## src/hdl/adsr_pkg.sv

```systemverilog
// ============================================================================
// adsr_pkg
// Shared types and constants for the exponential ADSR envelope generator.
// ============================================================================
`timescale 1ns / 1ps
`default_nettype none

package adsr_pkg;

    localparam int unsigned FRAC_BITS   = 22;
    localparam int unsigned LEVEL_W     = 23;
    localparam int unsigned COEFF_W     = 22;
    localparam int unsigned BASE_W      = 24;
    localparam int unsigned CFG_DATA_W  = 24;
    localparam int unsigned CFG_IDX_W   = 3;
    localparam int unsigned PROD_W      = LEVEL_W + COEFF_W;
    // base plus truncated product, with headroom for the carry and the sign
    localparam int unsigned SUM_W       = BASE_W + 2;

    localparam logic [LEVEL_W-1:0] ONE_Q22 = 23'd4194304;

    localparam logic [COEFF_W-1:0] RST_ATK_MUL        = '0;
    localparam logic [BASE_W-1:0]  RST_ATK_ADD        = 24'h400000;
    localparam logic [COEFF_W-1:0] RST_DEC_MUL        = '0;
    localparam logic [BASE_W-1:0]  RST_DEC_ADD        = '0;
    localparam logic [COEFF_W-1:0] RST_REL_MUL        = '0;
    localparam logic [BASE_W-1:0]  RST_REL_ADD        = 24'hFFFFFC;
    localparam logic [LEVEL_W-1:0] RST_SUSTAIN_TARGET = 23'd2097152;

    typedef enum logic [2:0] {
        PH_IDLE    = 3'd0,
        PH_ATTACK  = 3'd1,
        PH_DECAY   = 3'd2,
        PH_SUSTAIN = 3'd3,
        PH_RELEASE = 3'd4
    } t_phase;

    typedef enum logic [CFG_IDX_W-1:0] {
        CFG_ATK_MUL        = 3'd0,
        CFG_ATK_ADD        = 3'd1,
        CFG_DEC_MUL        = 3'd2,
        CFG_DEC_ADD        = 3'd3,
        CFG_REL_MUL        = 3'd4,
        CFG_REL_ADD        = 3'd5,
        CFG_SUSTAIN_TARGET = 3'd6
    } t_cfg_idx;

    typedef struct packed {
        logic [COEFF_W-1:0] atk_mul;
        logic [BASE_W-1:0]  atk_add;
        logic [COEFF_W-1:0] dec_mul;
        logic [BASE_W-1:0]  dec_add;
        logic [COEFF_W-1:0] rel_mul;
        logic [BASE_W-1:0]  rel_add;
        logic [LEVEL_W-1:0] sustain_target;
    } t_cfg;

endpackage

`default_nettype wire

```

## src/hdl/adsr_trig_if.sv

```systemverilog
// ============================================================================
// adsr_trig_if
// Trigger channel: valid/ready handshake carrying one gate bit per sample.
// ============================================================================
`timescale 1ns / 1ps
`default_nettype none

interface adsr_trig_if;
    logic valid;
    logic ready;
    logic trigger;

    modport source (output valid, output trigger, input ready);
    modport sink   (input valid, input trigger, output ready);
endinterface

`default_nettype wire

```

## src/hdl/adsr_env_if.sv

```systemverilog
// ============================================================================
// adsr_env_if
// Envelope channel: valid/ready handshake carrying level and phase.
// ============================================================================
`timescale 1ns / 1ps
`default_nettype none

interface adsr_env_if;
    logic        valid;
    logic        ready;
    logic [22:0] level;
    logic [2:0]  phase;

    modport source (output valid, output level, output phase, input ready);
    modport sink   (input valid, input level, input phase, output ready);
endinterface

`default_nettype wire

```

## src/hdl/adsr_cfg.sv

```systemverilog
// ============================================================================
// adsr_cfg
// Configuration register bank: coefficients, bases and sustain level.
// ============================================================================
`timescale 1ns / 1ps
`default_nettype none

module adsr_cfg (
    input  wire logic                           i_clk,
    input  wire logic                           i_rst_n,
    input  wire logic                           i_cfg_we,
    input  wire logic [adsr_pkg::CFG_IDX_W-1:0]  i_cfg_idx,
    input  wire logic [adsr_pkg::CFG_DATA_W-1:0] i_cfg_wdata,
    output adsr_pkg::t_cfg                       o_cfg
);
    import adsr_pkg::*;

    t_cfg r_cfg;
    t_cfg n_cfg;

    always_comb begin
        n_cfg = r_cfg;
        if (i_cfg_we) begin
            unique case (t_cfg_idx'(i_cfg_idx))
                CFG_ATK_MUL:        n_cfg.atk_mul        = i_cfg_wdata[COEFF_W-1:0];
                CFG_ATK_ADD:        n_cfg.atk_add        = i_cfg_wdata[BASE_W-1:0];
                CFG_DEC_MUL:        n_cfg.dec_mul        = i_cfg_wdata[COEFF_W-1:0];
                CFG_DEC_ADD:        n_cfg.dec_add        = i_cfg_wdata[BASE_W-1:0];
                CFG_REL_MUL:        n_cfg.rel_mul        = i_cfg_wdata[COEFF_W-1:0];
                CFG_REL_ADD:        n_cfg.rel_add        = i_cfg_wdata[BASE_W-1:0];
                CFG_SUSTAIN_TARGET: n_cfg.sustain_target = i_cfg_wdata[LEVEL_W-1:0];
                default: ; // unknown index, write dropped
            endcase
        end
    end

    always_ff @(posedge i_clk) begin
        if (!i_rst_n) begin
            r_cfg.atk_mul        <= RST_ATK_MUL;
            r_cfg.atk_add        <= RST_ATK_ADD;
            r_cfg.dec_mul        <= RST_DEC_MUL;
            r_cfg.dec_add        <= RST_DEC_ADD;
            r_cfg.rel_mul        <= RST_REL_MUL;
            r_cfg.rel_add        <= RST_REL_ADD;
            r_cfg.sustain_target <= RST_SUSTAIN_TARGET;
        end else begin
            r_cfg <= n_cfg;
        end
    end

    assign o_cfg = r_cfg;

endmodule

`default_nettype wire

```

## src/hdl/adsr_step.sv

```systemverilog
// ============================================================================
// adsr_step
// Envelope state and one-tick update: trigger handling, one-pole multiply-add,
// clamping and phase change, all resolved combinationally ahead of the state register.
// ============================================================================
`timescale 1ns / 1ps
`default_nettype none

module adsr_step (
    input  wire logic                        i_clk,
    input  wire logic                        i_rst_n,
    input  wire adsr_pkg::t_cfg              i_cfg,
    input  wire logic                        i_en,
    input  wire logic                        i_trigger,
    output logic [adsr_pkg::LEVEL_W-1:0]     o_level,
    output adsr_pkg::t_phase                 o_phase
);
    import adsr_pkg::*;

    localparam logic signed [SUM_W-1:0] ONE_S  = SUM_W'(ONE_Q22);
    localparam logic signed [SUM_W-1:0] ZERO_S = '0;

    t_phase             r_phase;
    t_phase             n_phase;
    logic               r_armed;
    logic               n_armed;
    logic [LEVEL_W-1:0] r_level;
    logic [LEVEL_W-1:0] n_level;

    t_phase             eff_phase;
    logic               eff_armed;
    logic [COEFF_W-1:0] sel_coeff;
    logic [BASE_W-1:0]  sel_base;
    logic [PROD_W-1:0]  prod;
    logic signed [SUM_W-1:0] v;
    logic [LEVEL_W-1:0] sus;
    logic signed [SUM_W-1:0] sus_s;

    // trigger resolves the phase before this tick's update
    always_comb begin
        eff_phase = r_phase;
        eff_armed = r_armed;
        if (i_trigger) begin
            if (!r_armed) begin
                eff_phase = PH_ATTACK;
                eff_armed = 1'b1;
            end else if (r_phase != PH_IDLE) begin
                eff_phase = PH_RELEASE;
                eff_armed = 1'b0;
            end
        end
    end

    always_comb begin
        case (eff_phase)
            PH_ATTACK: begin
                sel_coeff = i_cfg.atk_mul;
                sel_base  = i_cfg.atk_add;
            end
            PH_DECAY: begin
                sel_coeff = i_cfg.dec_mul;
                sel_base  = i_cfg.dec_add;
            end
            default: begin
                sel_coeff = i_cfg.rel_mul;
                sel_base  = i_cfg.rel_add;
            end
        endcase
    end

    assign prod  = PROD_W'(r_level) * PROD_W'(sel_coeff);
    assign v     = {{(SUM_W-BASE_W){sel_base[BASE_W-1]}}, sel_base}
                 + {{(SUM_W-LEVEL_W){1'b0}}, prod[PROD_W-1:FRAC_BITS]};
    assign sus   = (i_cfg.sustain_target > ONE_Q22) ? ONE_Q22 : i_cfg.sustain_target;
    assign sus_s = {{(SUM_W-LEVEL_W){1'b0}}, sus};

    always_comb begin
        n_phase = eff_phase;
        n_armed = eff_armed;
        n_level = '0;
        unique case (eff_phase)
            PH_ATTACK: begin
                if (v >= ONE_S) begin
                    n_level = ONE_Q22;
                    n_phase = PH_DECAY;
                end else if (v < ZERO_S) begin
                    n_level = '0;
                end else begin
                    n_level = v[LEVEL_W-1:0];
                end
            end
            PH_DECAY: begin
                if (v <= sus_s) begin
                    n_level = sus;
                    n_phase = PH_SUSTAIN;
                end else if (v > ONE_S) begin
                    n_level = ONE_Q22;
                end else begin
                    n_level = v[LEVEL_W-1:0];
                end
            end
            PH_SUSTAIN: begin
                n_level = r_level;
                n_phase = PH_RELEASE;
            end
            PH_RELEASE: begin
                if (v <= ZERO_S) begin
                    n_level = '0;
                    n_phase = PH_IDLE;
                    n_armed = 1'b0;
                end else if (v > ONE_S) begin
                    n_level = ONE_Q22;
                end else begin
                    n_level = v[LEVEL_W-1:0];
                end
            end
            default: begin
                n_level = '0;
            end
        endcase
    end

    always_ff @(posedge i_clk) begin
        if (!i_rst_n) begin
            r_phase <= PH_IDLE;
            r_armed <= 1'b0;
            r_level <= '0;
        end else if (i_en) begin
            r_phase <= n_phase;
            r_armed <= n_armed;
            r_level <= n_level;
        end
    end

    assign o_level = r_level;
    assign o_phase = r_phase;

    a_level_cap: assert property (@(posedge i_clk) disable iff (!i_rst_n)
        r_level <= ONE_Q22)
        else $error("envelope level above full scale");

    a_idle_zero: assert property (@(posedge i_clk) disable iff (!i_rst_n)
        r_phase == PH_IDLE |-> r_level == '0)
        else $error("idle phase with nonzero level");

    a_active_armed: assert property (@(posedge i_clk) disable iff (!i_rst_n)
        (r_phase == PH_ATTACK || r_phase == PH_DECAY || r_phase == PH_SUSTAIN)
        |-> r_armed)
        else $error("attack, decay or sustain without armed flag");

    a_hold_when_stalled: assert property (@(posedge i_clk) disable iff (!i_rst_n)
        !i_en |=> $stable(r_phase) && $stable(r_level) && $stable(r_armed))
        else $error("envelope state moved without an update");

    a_sustain_to_release: assert property (@(posedge i_clk) disable iff (!i_rst_n)
        i_en && r_phase == PH_SUSTAIN && !i_trigger |=> r_phase == PH_RELEASE)
        else $error("sustain did not move to release");

endmodule

`default_nettype wire

```

## src/hdl/adsr_envelope_generator_core.sv

```systemverilog
// ============================================================================
// adsr_envelope_generator_core
// Exponential ADSR envelope generator, one envelope sample per trigger
// transaction.
// ============================================================================
//  channel    dir  handshake           payload
//  i_trig_ch  in   valid/ready         trigger (1)
//  o_env_ch   out  valid/ready         level (23, Q1.22), phase (3)
//  i_cfg_*    in   write enable only   index (3), data (24)
//
//  one transaction per cycle sustained while the output is not stalled; an accepted
//  sample passes the input register, then the multiply-add
//  that updates the envelope state, which doubles as the output register
//  reset is synchronous, active low: phase idle, level 0, registers to defaults
//  a stall on the output freezes the state and backs up into the input register
// ============================================================================
`timescale 1ns / 1ps
`default_nettype none

module adsr_envelope_generator_core (
    input  wire logic                            i_clk,
    input  wire logic                            i_rst_n,
    adsr_trig_if.sink                            i_trig_ch,
    adsr_env_if.source                           o_env_ch,
    input  wire logic                            i_cfg_we,
    input  wire logic [adsr_pkg::CFG_IDX_W-1:0]  i_cfg_idx,
    input  wire logic [adsr_pkg::CFG_DATA_W-1:0] i_cfg_wdata
);
    import adsr_pkg::*;

    t_cfg               cfg;
    logic               r_in_valid;
    logic               r_in_trig;
    logic               r_out_valid;
    logic               advance;
    logic               in_take;
    logic [LEVEL_W-1:0] level;
    t_phase             phase;

    // the update runs when an input sits ready and the output slot is free
    assign advance = r_in_valid && (!r_out_valid || o_env_ch.ready);
    assign in_take = i_trig_ch.valid && i_trig_ch.ready;
    assign i_trig_ch.ready = !r_in_valid || advance;

    always_ff @(posedge i_clk) begin
        if (!i_rst_n) begin
            r_in_valid  <= 1'b0;
            r_out_valid <= 1'b0;
        end else begin
            if (i_trig_ch.ready) begin
                r_in_valid <= i_trig_ch.valid;
            end
            if (advance) begin
                r_out_valid <= 1'b1;
            end else if (o_env_ch.ready) begin
                r_out_valid <= 1'b0;
            end
        end
    end

    always_ff @(posedge i_clk) begin
        if (in_take) begin
            r_in_trig <= i_trig_ch.trigger;
        end
    end

    adsr_cfg u_cfg (
        .i_clk       (i_clk),
        .i_rst_n     (i_rst_n),
        .i_cfg_we    (i_cfg_we),
        .i_cfg_idx   (i_cfg_idx),
        .i_cfg_wdata (i_cfg_wdata),
        .o_cfg       (cfg)
    );

    adsr_step u_step (
        .i_clk     (i_clk),
        .i_rst_n   (i_rst_n),
        .i_cfg     (cfg),
        .i_en      (advance),
        .i_trigger (r_in_trig),
        .o_level   (level),
        .o_phase   (phase)
    );

    assign o_env_ch.valid = r_out_valid;
    assign o_env_ch.level = level;
    assign o_env_ch.phase = phase;

endmodule

`default_nettype wire

```

## src/flat_wrapper.sv

```systemverilog
// flat-port wrapper written by rule: the top's interface ports become plain ports
module adsr_envelope_generator_core_flat import adsr_pkg::*;
  (i_clk, i_rst_n, i_cfg_we, i_cfg_idx, i_cfg_wdata, i_trig_ch_valid, i_trig_ch_trigger, i_trig_ch_ready, o_env_ch_valid, o_env_ch_level, o_env_ch_phase, o_env_ch_ready);
  adsr_trig_if i_trig_ch_i ();
  adsr_env_if o_env_ch_i ();
  input  wire logic i_clk;
  input  wire logic i_rst_n;
  input  wire logic i_cfg_we;
  input  wire logic [adsr_pkg::CFG_IDX_W-1:0] i_cfg_idx;
  input  wire logic [adsr_pkg::CFG_DATA_W-1:0] i_cfg_wdata;
  input wire logic [$bits(i_trig_ch_i.valid)-1:0] i_trig_ch_valid;
  input wire logic [$bits(i_trig_ch_i.trigger)-1:0] i_trig_ch_trigger;
  output wire logic [$bits(i_trig_ch_i.ready)-1:0] i_trig_ch_ready;
  output wire logic [$bits(o_env_ch_i.valid)-1:0] o_env_ch_valid;
  output wire logic [$bits(o_env_ch_i.level)-1:0] o_env_ch_level;
  output wire logic [$bits(o_env_ch_i.phase)-1:0] o_env_ch_phase;
  input wire logic [$bits(o_env_ch_i.ready)-1:0] o_env_ch_ready;
  assign i_trig_ch_i.valid = i_trig_ch_valid;
  assign i_trig_ch_i.trigger = i_trig_ch_trigger;
  assign i_trig_ch_ready = i_trig_ch_i.ready;
  assign o_env_ch_valid = o_env_ch_i.valid;
  assign o_env_ch_level = o_env_ch_i.level;
  assign o_env_ch_phase = o_env_ch_i.phase;
  assign o_env_ch_i.ready = o_env_ch_ready;
  adsr_envelope_generator_core u_core (.i_clk(i_clk), .i_rst_n(i_rst_n), .i_trig_ch(i_trig_ch_i), .o_env_ch(o_env_ch_i), .i_cfg_we(i_cfg_we), .i_cfg_idx(i_cfg_idx), .i_cfg_wdata(i_cfg_wdata));
endmodule
```

## config.mk

```make
export PLATFORM = sky130hd
export DESIGN_NAME = adsr_envelope_generator_core_flat
export DESIGN_NICKNAME = d
export VERILOG_FILES = /design/src/hdl/adsr_pkg.sv /design/src/hdl/adsr_trig_if.sv /design/src/hdl/adsr_env_if.sv /design/src/hdl/adsr_cfg.sv /design/src/hdl/adsr_step.sv /design/src/hdl/adsr_envelope_generator_core.sv /design/src/flat_wrapper.sv
export SDC_FILE = /design/constraint.sdc
export NUM_CORES = 2
export LEC_CHECK = 0
export ABC_AREA = 1
export BUFFER_PORTS_ARGS = -buffer_cell sky130_fd_sc_hd__buf_2
export CORE_UTILIZATION = 46
export DETAILED_ROUTE_END_ITERATION = 8
export SKIP_LAST_GASP = 1
export SYNTH_ARGS = -nofsm -noshare
export SYNTH_HDL_FRONTEND = slang
export SYNTH_SLANG_ARGS = --single-unit
```

## constraint.sdc

```tcl
create_clock -name i_clk -period 11.55 [get_ports i_clk]
set_clock_uncertainty 0.2 [all_clocks]
set_input_delay 1.155 -clock i_clk [delete_from_list [all_inputs] [get_ports i_clk]]
set_output_delay 1.155 -clock i_clk [all_outputs]
set_load 0.05 [all_outputs]
```

==> flow_summary.json <==
{
  "required_ns": 11.74,
  "p_leak_nw": 13.4,
  "cts_sinks": 191,
  "synthArstFlopShare_pct": 0,
  "synth_warnings": 0,
  "grt_pass1_vias": 23637,
  "multi_input_area_um2": 20000,
  "p_clk_share_pct": 32.8,
  "r2r_start": "u_core.r_in_trig",
  "holdPathStages": 2,
  "cpPeakStageDelay_ns": 0.55,
  "ioPinCount": 61,
  "ir_drop_v": 0.000111,
  "powerDensity_nw_per_um2": 66.1,
  "root_buffer": "clkbuf_16",
  "intPower_w": 0.00120,
  "route.detailed.drc": 0,
  "r2r_end": "u_core.u_step.o_level[7]",
  "cts_tree": "built",
  "synthDistinctLibCells": 49,
  "syn-num-nets": 4372,
  "fp-row-count": 88,
  "pwr-share-comb_pct": 31.3,
  "whs_ns": 0.255,
  "synth-seq-cells": 191,
  "drt-total-wl_um": 87100,
  "finalWorstSetupSlack_ns": 0.578,
  "hold-path-endpoint": "u_core.u_cfg.o_cfg[113]",
  "die_h_um": 244,
  "critPathKind": "reg -> reg",
  "finalInstanceArea_um2": 29400,
  "drive_gt1_share_pct": 7.67,
  "core_area_um2": 57800,
  "grt_max_degree": 87,
  "drt_iter0_markers": 1757,
  "place_ws_ns": 0.185,
  "grt_usage_pct": 29.8,
  "hold_path_startpoint": "u_core.u_cfg.o_cfg[113]",
  "antenna_cells": 0,
  "fin_crit_ns": 10.97,
  "max_freq_ghz": 0.0911,
  "fill_cells": 5917,
  "dp_hpwl_um": 70800,
  "die-area_um2": 59700,
  "setup_viol": 0,
  "vias": 23931,
  "cp-start-kind": "flop",
  "synthesis.area_um2": 27000,
  "antenna_found_initial": 1,
  "crit_fanout": 23,
  "syn_to_final_growth_pct": 8.86,
  "via_per_inst": 5.30,
  "io_buffers": 60,
  "yosysSeqAreaShare_pct": 14.2,
  "stdcell_count": 4518,
  "synth_edf_count": 1,
  "grt_pass1_wl_um": 137000,
  "syn_inst": 3719,
  "cts_max_path_buffers": 2,
  "hold_buffers": 0,
  "globalplace.congestion": 0.978,
  "synth_area_leaders": "fa_1 31%, dfxtp_1 14%, inv_1 10%, nand2_1 9.6%, ha_1 9.4%",
  "synth_top_area_share_pct": 30.9,
  "die_w_um": 244,
  "seqPwrFrac_pct": 35.9,
  "initial_core_util_pct": 46.7,
  "worst_slew_pin_slew_ns": 1.04,
  "rsz0062_at_grt": "true",
  "cts_inserted_buffers": 17,
  "hold_viol_final": 0,
  "path_clk_slew_ns": 0.09,
  "cpMostUsedCell": "nand2_1",
  "dp_cells": 4482,
  "synth_top_area_cell": "fa_1",
  "postRouteAntennaNets": 0,
  "wl_per_cell_um": 19.3,
  "synth-main-ff-cell": "dfxtp_1",
  "clk_latency_ns": 0.47,
  "seq_area_um2": 3830,
  "switching_share_pct": 38.2,
  "cap_viol_max_count": 0,
  "dr.pass1.iters": 6,
  "worstPathArrival_ns": 11.17,
  "r2r_slack_ns": 0.58,
  "placed_cell_area_um2": 28400,
  "endpoint_kind": "flop",
  "syn_area_per_cell_um2": 7.26,
  "maxSlewViolCount": 0,
  "netSwitchingPower_w": 0.000743,
  "nNetsFinal": 4393,
  "crit_slowest_cell": "fa_1",
  "post-route-period-util_pct": 95.0,
  "htreeDepth": 4,
  "status": "finished clean",
  "r2r_cells": 59,
  "worstHoldPathType": "reg -> reg",
  "grt_overflow": 0,
  "worst_slew_margin_rel_pct": 30.8
}
cell usage in the layout (no fill, tap or decap), drive strengths merged, types with 20 or more instances in the layout:
cell,instances
ha,203
dfxtp,190
nand3,121
buf,151
nand2,705
o211ai,27
o22ai,22
inv,760
a21oi,227
o21ai,182
fa,417
nand4,20
nor2,589
final cells by class:
cell class / instances / area share [%]
sequential: 191 / 13.0
clock buffer: 18 / 1.49
inverter: 767 / 9.94
clock inverter: 14 / 0.643
multi-input combinational: 2612 / 68.1
timing repair buffer: 151 / 3.55
tap: 765 / 3.26
routing by layer:
layer  vias to the layer above  wire [um]  GRT usage [%]
li1                      11332          -              -
met1                     11591      38400           42.1
met2                       877      39500           47.5
met3                       131       5850           3.16
met4                         0       3300           10.5
met5                         -          0              0
stage by stage:
stage | TNS, ns | utilization, % | total power [W]
floorplan | 0 | - | 0.00107
global placement | 0 | 49.2 | 0.00129
detailed placement | 0 | 49.2 | 0.00128
CTS | 0 | 50.3 | 0.00192
global route | -1.37 | 50.9 | 0.00204
finish | 0 | 50.9 | 0.00194
worst max-delay path, delay by kind of cell (launching register included):
family                     cells  cell delay (ns)
and+or+nand+nor               31             3.13
buffers and inverters         11             1.32
AOI/OAI and AO/OA              6             0.98
xor gates and xnor gates       1             0.30
DFF                            1             0.51
adders and majority gates     10             4.44
repair_timing:
action                                 4_1_cts  5_1_grt
buffers inserted                             0        2
gates resized for setup                      0       72
setup endpoints to repair                    0       24
endpoints found under the hold margin        0        0
sequential cells by signal, summed over array words and instances, names as in the netlist:
register and count:
u_core.u_cfg.o_cfg 161, u_core.u_step.o_level 23, u_core.o_env_ch.valid 1, u_core.r_in_valid 1
u_core.u_step.r_armed 1, u_core.u_step.o_phase 3, u_core.r_in_trig 1
synthesized netlist by cell type, drive strengths merged (2+ instances only):
cell type / number
a31oi: 9
nand3: 121
inv: 755
ha: 203
o21a: 10
o22ai: 22
a21oi: 227
nor4: 8
a211oi: 2
nand2: 703
xnor2: 8
or2: 6
dfxtp: 190
xor2: 14
nand3b: 7
o21ai: 182
and3: 3
nand4: 20
a21boi: 8
clkbuf: 127
buf: 24
o21bai: 4
nor2: 589
o211ai: 27
nor3: 13
clkinv: 12
fa: 417
kinds of logic (layout without fill, tap and decap cells):
group	count (synthesis)	in the layout	share of synthesized area [%]
xor gates and xnor gates	22	22	0.713
adders and majority gates	620	620	40.3
AOI/OAI and AO/OA	498	498	10.0
and+or+nand+nor	1470	1472	21.9
DFF	191	191	14.2
buffers and inverters	918	950	12.9
power groups by stage:
stage	Combinational [W]	Sequential, W	Clock, W
floorplan	0.000355	0.000719	0
global placement	0.000574	0.000712	0
global route	0.000663	0.000699	0.000675
detailed placement	0.000571	0.000712	0
CTS	0.000573	0.000696	0.000648
finish	0.000608	0.000697	0.000637
how the worst max path moves through the flow:
stage / end / slack [ns] / cells after the start / start
2_1_floorplan: u_core.u_step.o_level[12] / 1.21 / 57 / u_core.u_step.o_phase[1]
3_3_place_gp: u_core.u_step.o_level[0] / 0.26 / 56 / u_core.r_in_trig
3_5_place_dp: u_core.u_step.o_level[19] / 0.18 / 58 / u_core.r_in_trig
4_1_cts: u_core.u_step.o_level[19] / 0.1 / 58 / u_core.r_in_trig
5_1_grt: u_core.u_step.o_level[0] / -0.09 / 63 / u_core.r_in_trig
6_report: u_core.u_step.o_level[7] / 0.58 / 59 / u_core.r_in_trig
(Power assumes the default switching activity.)
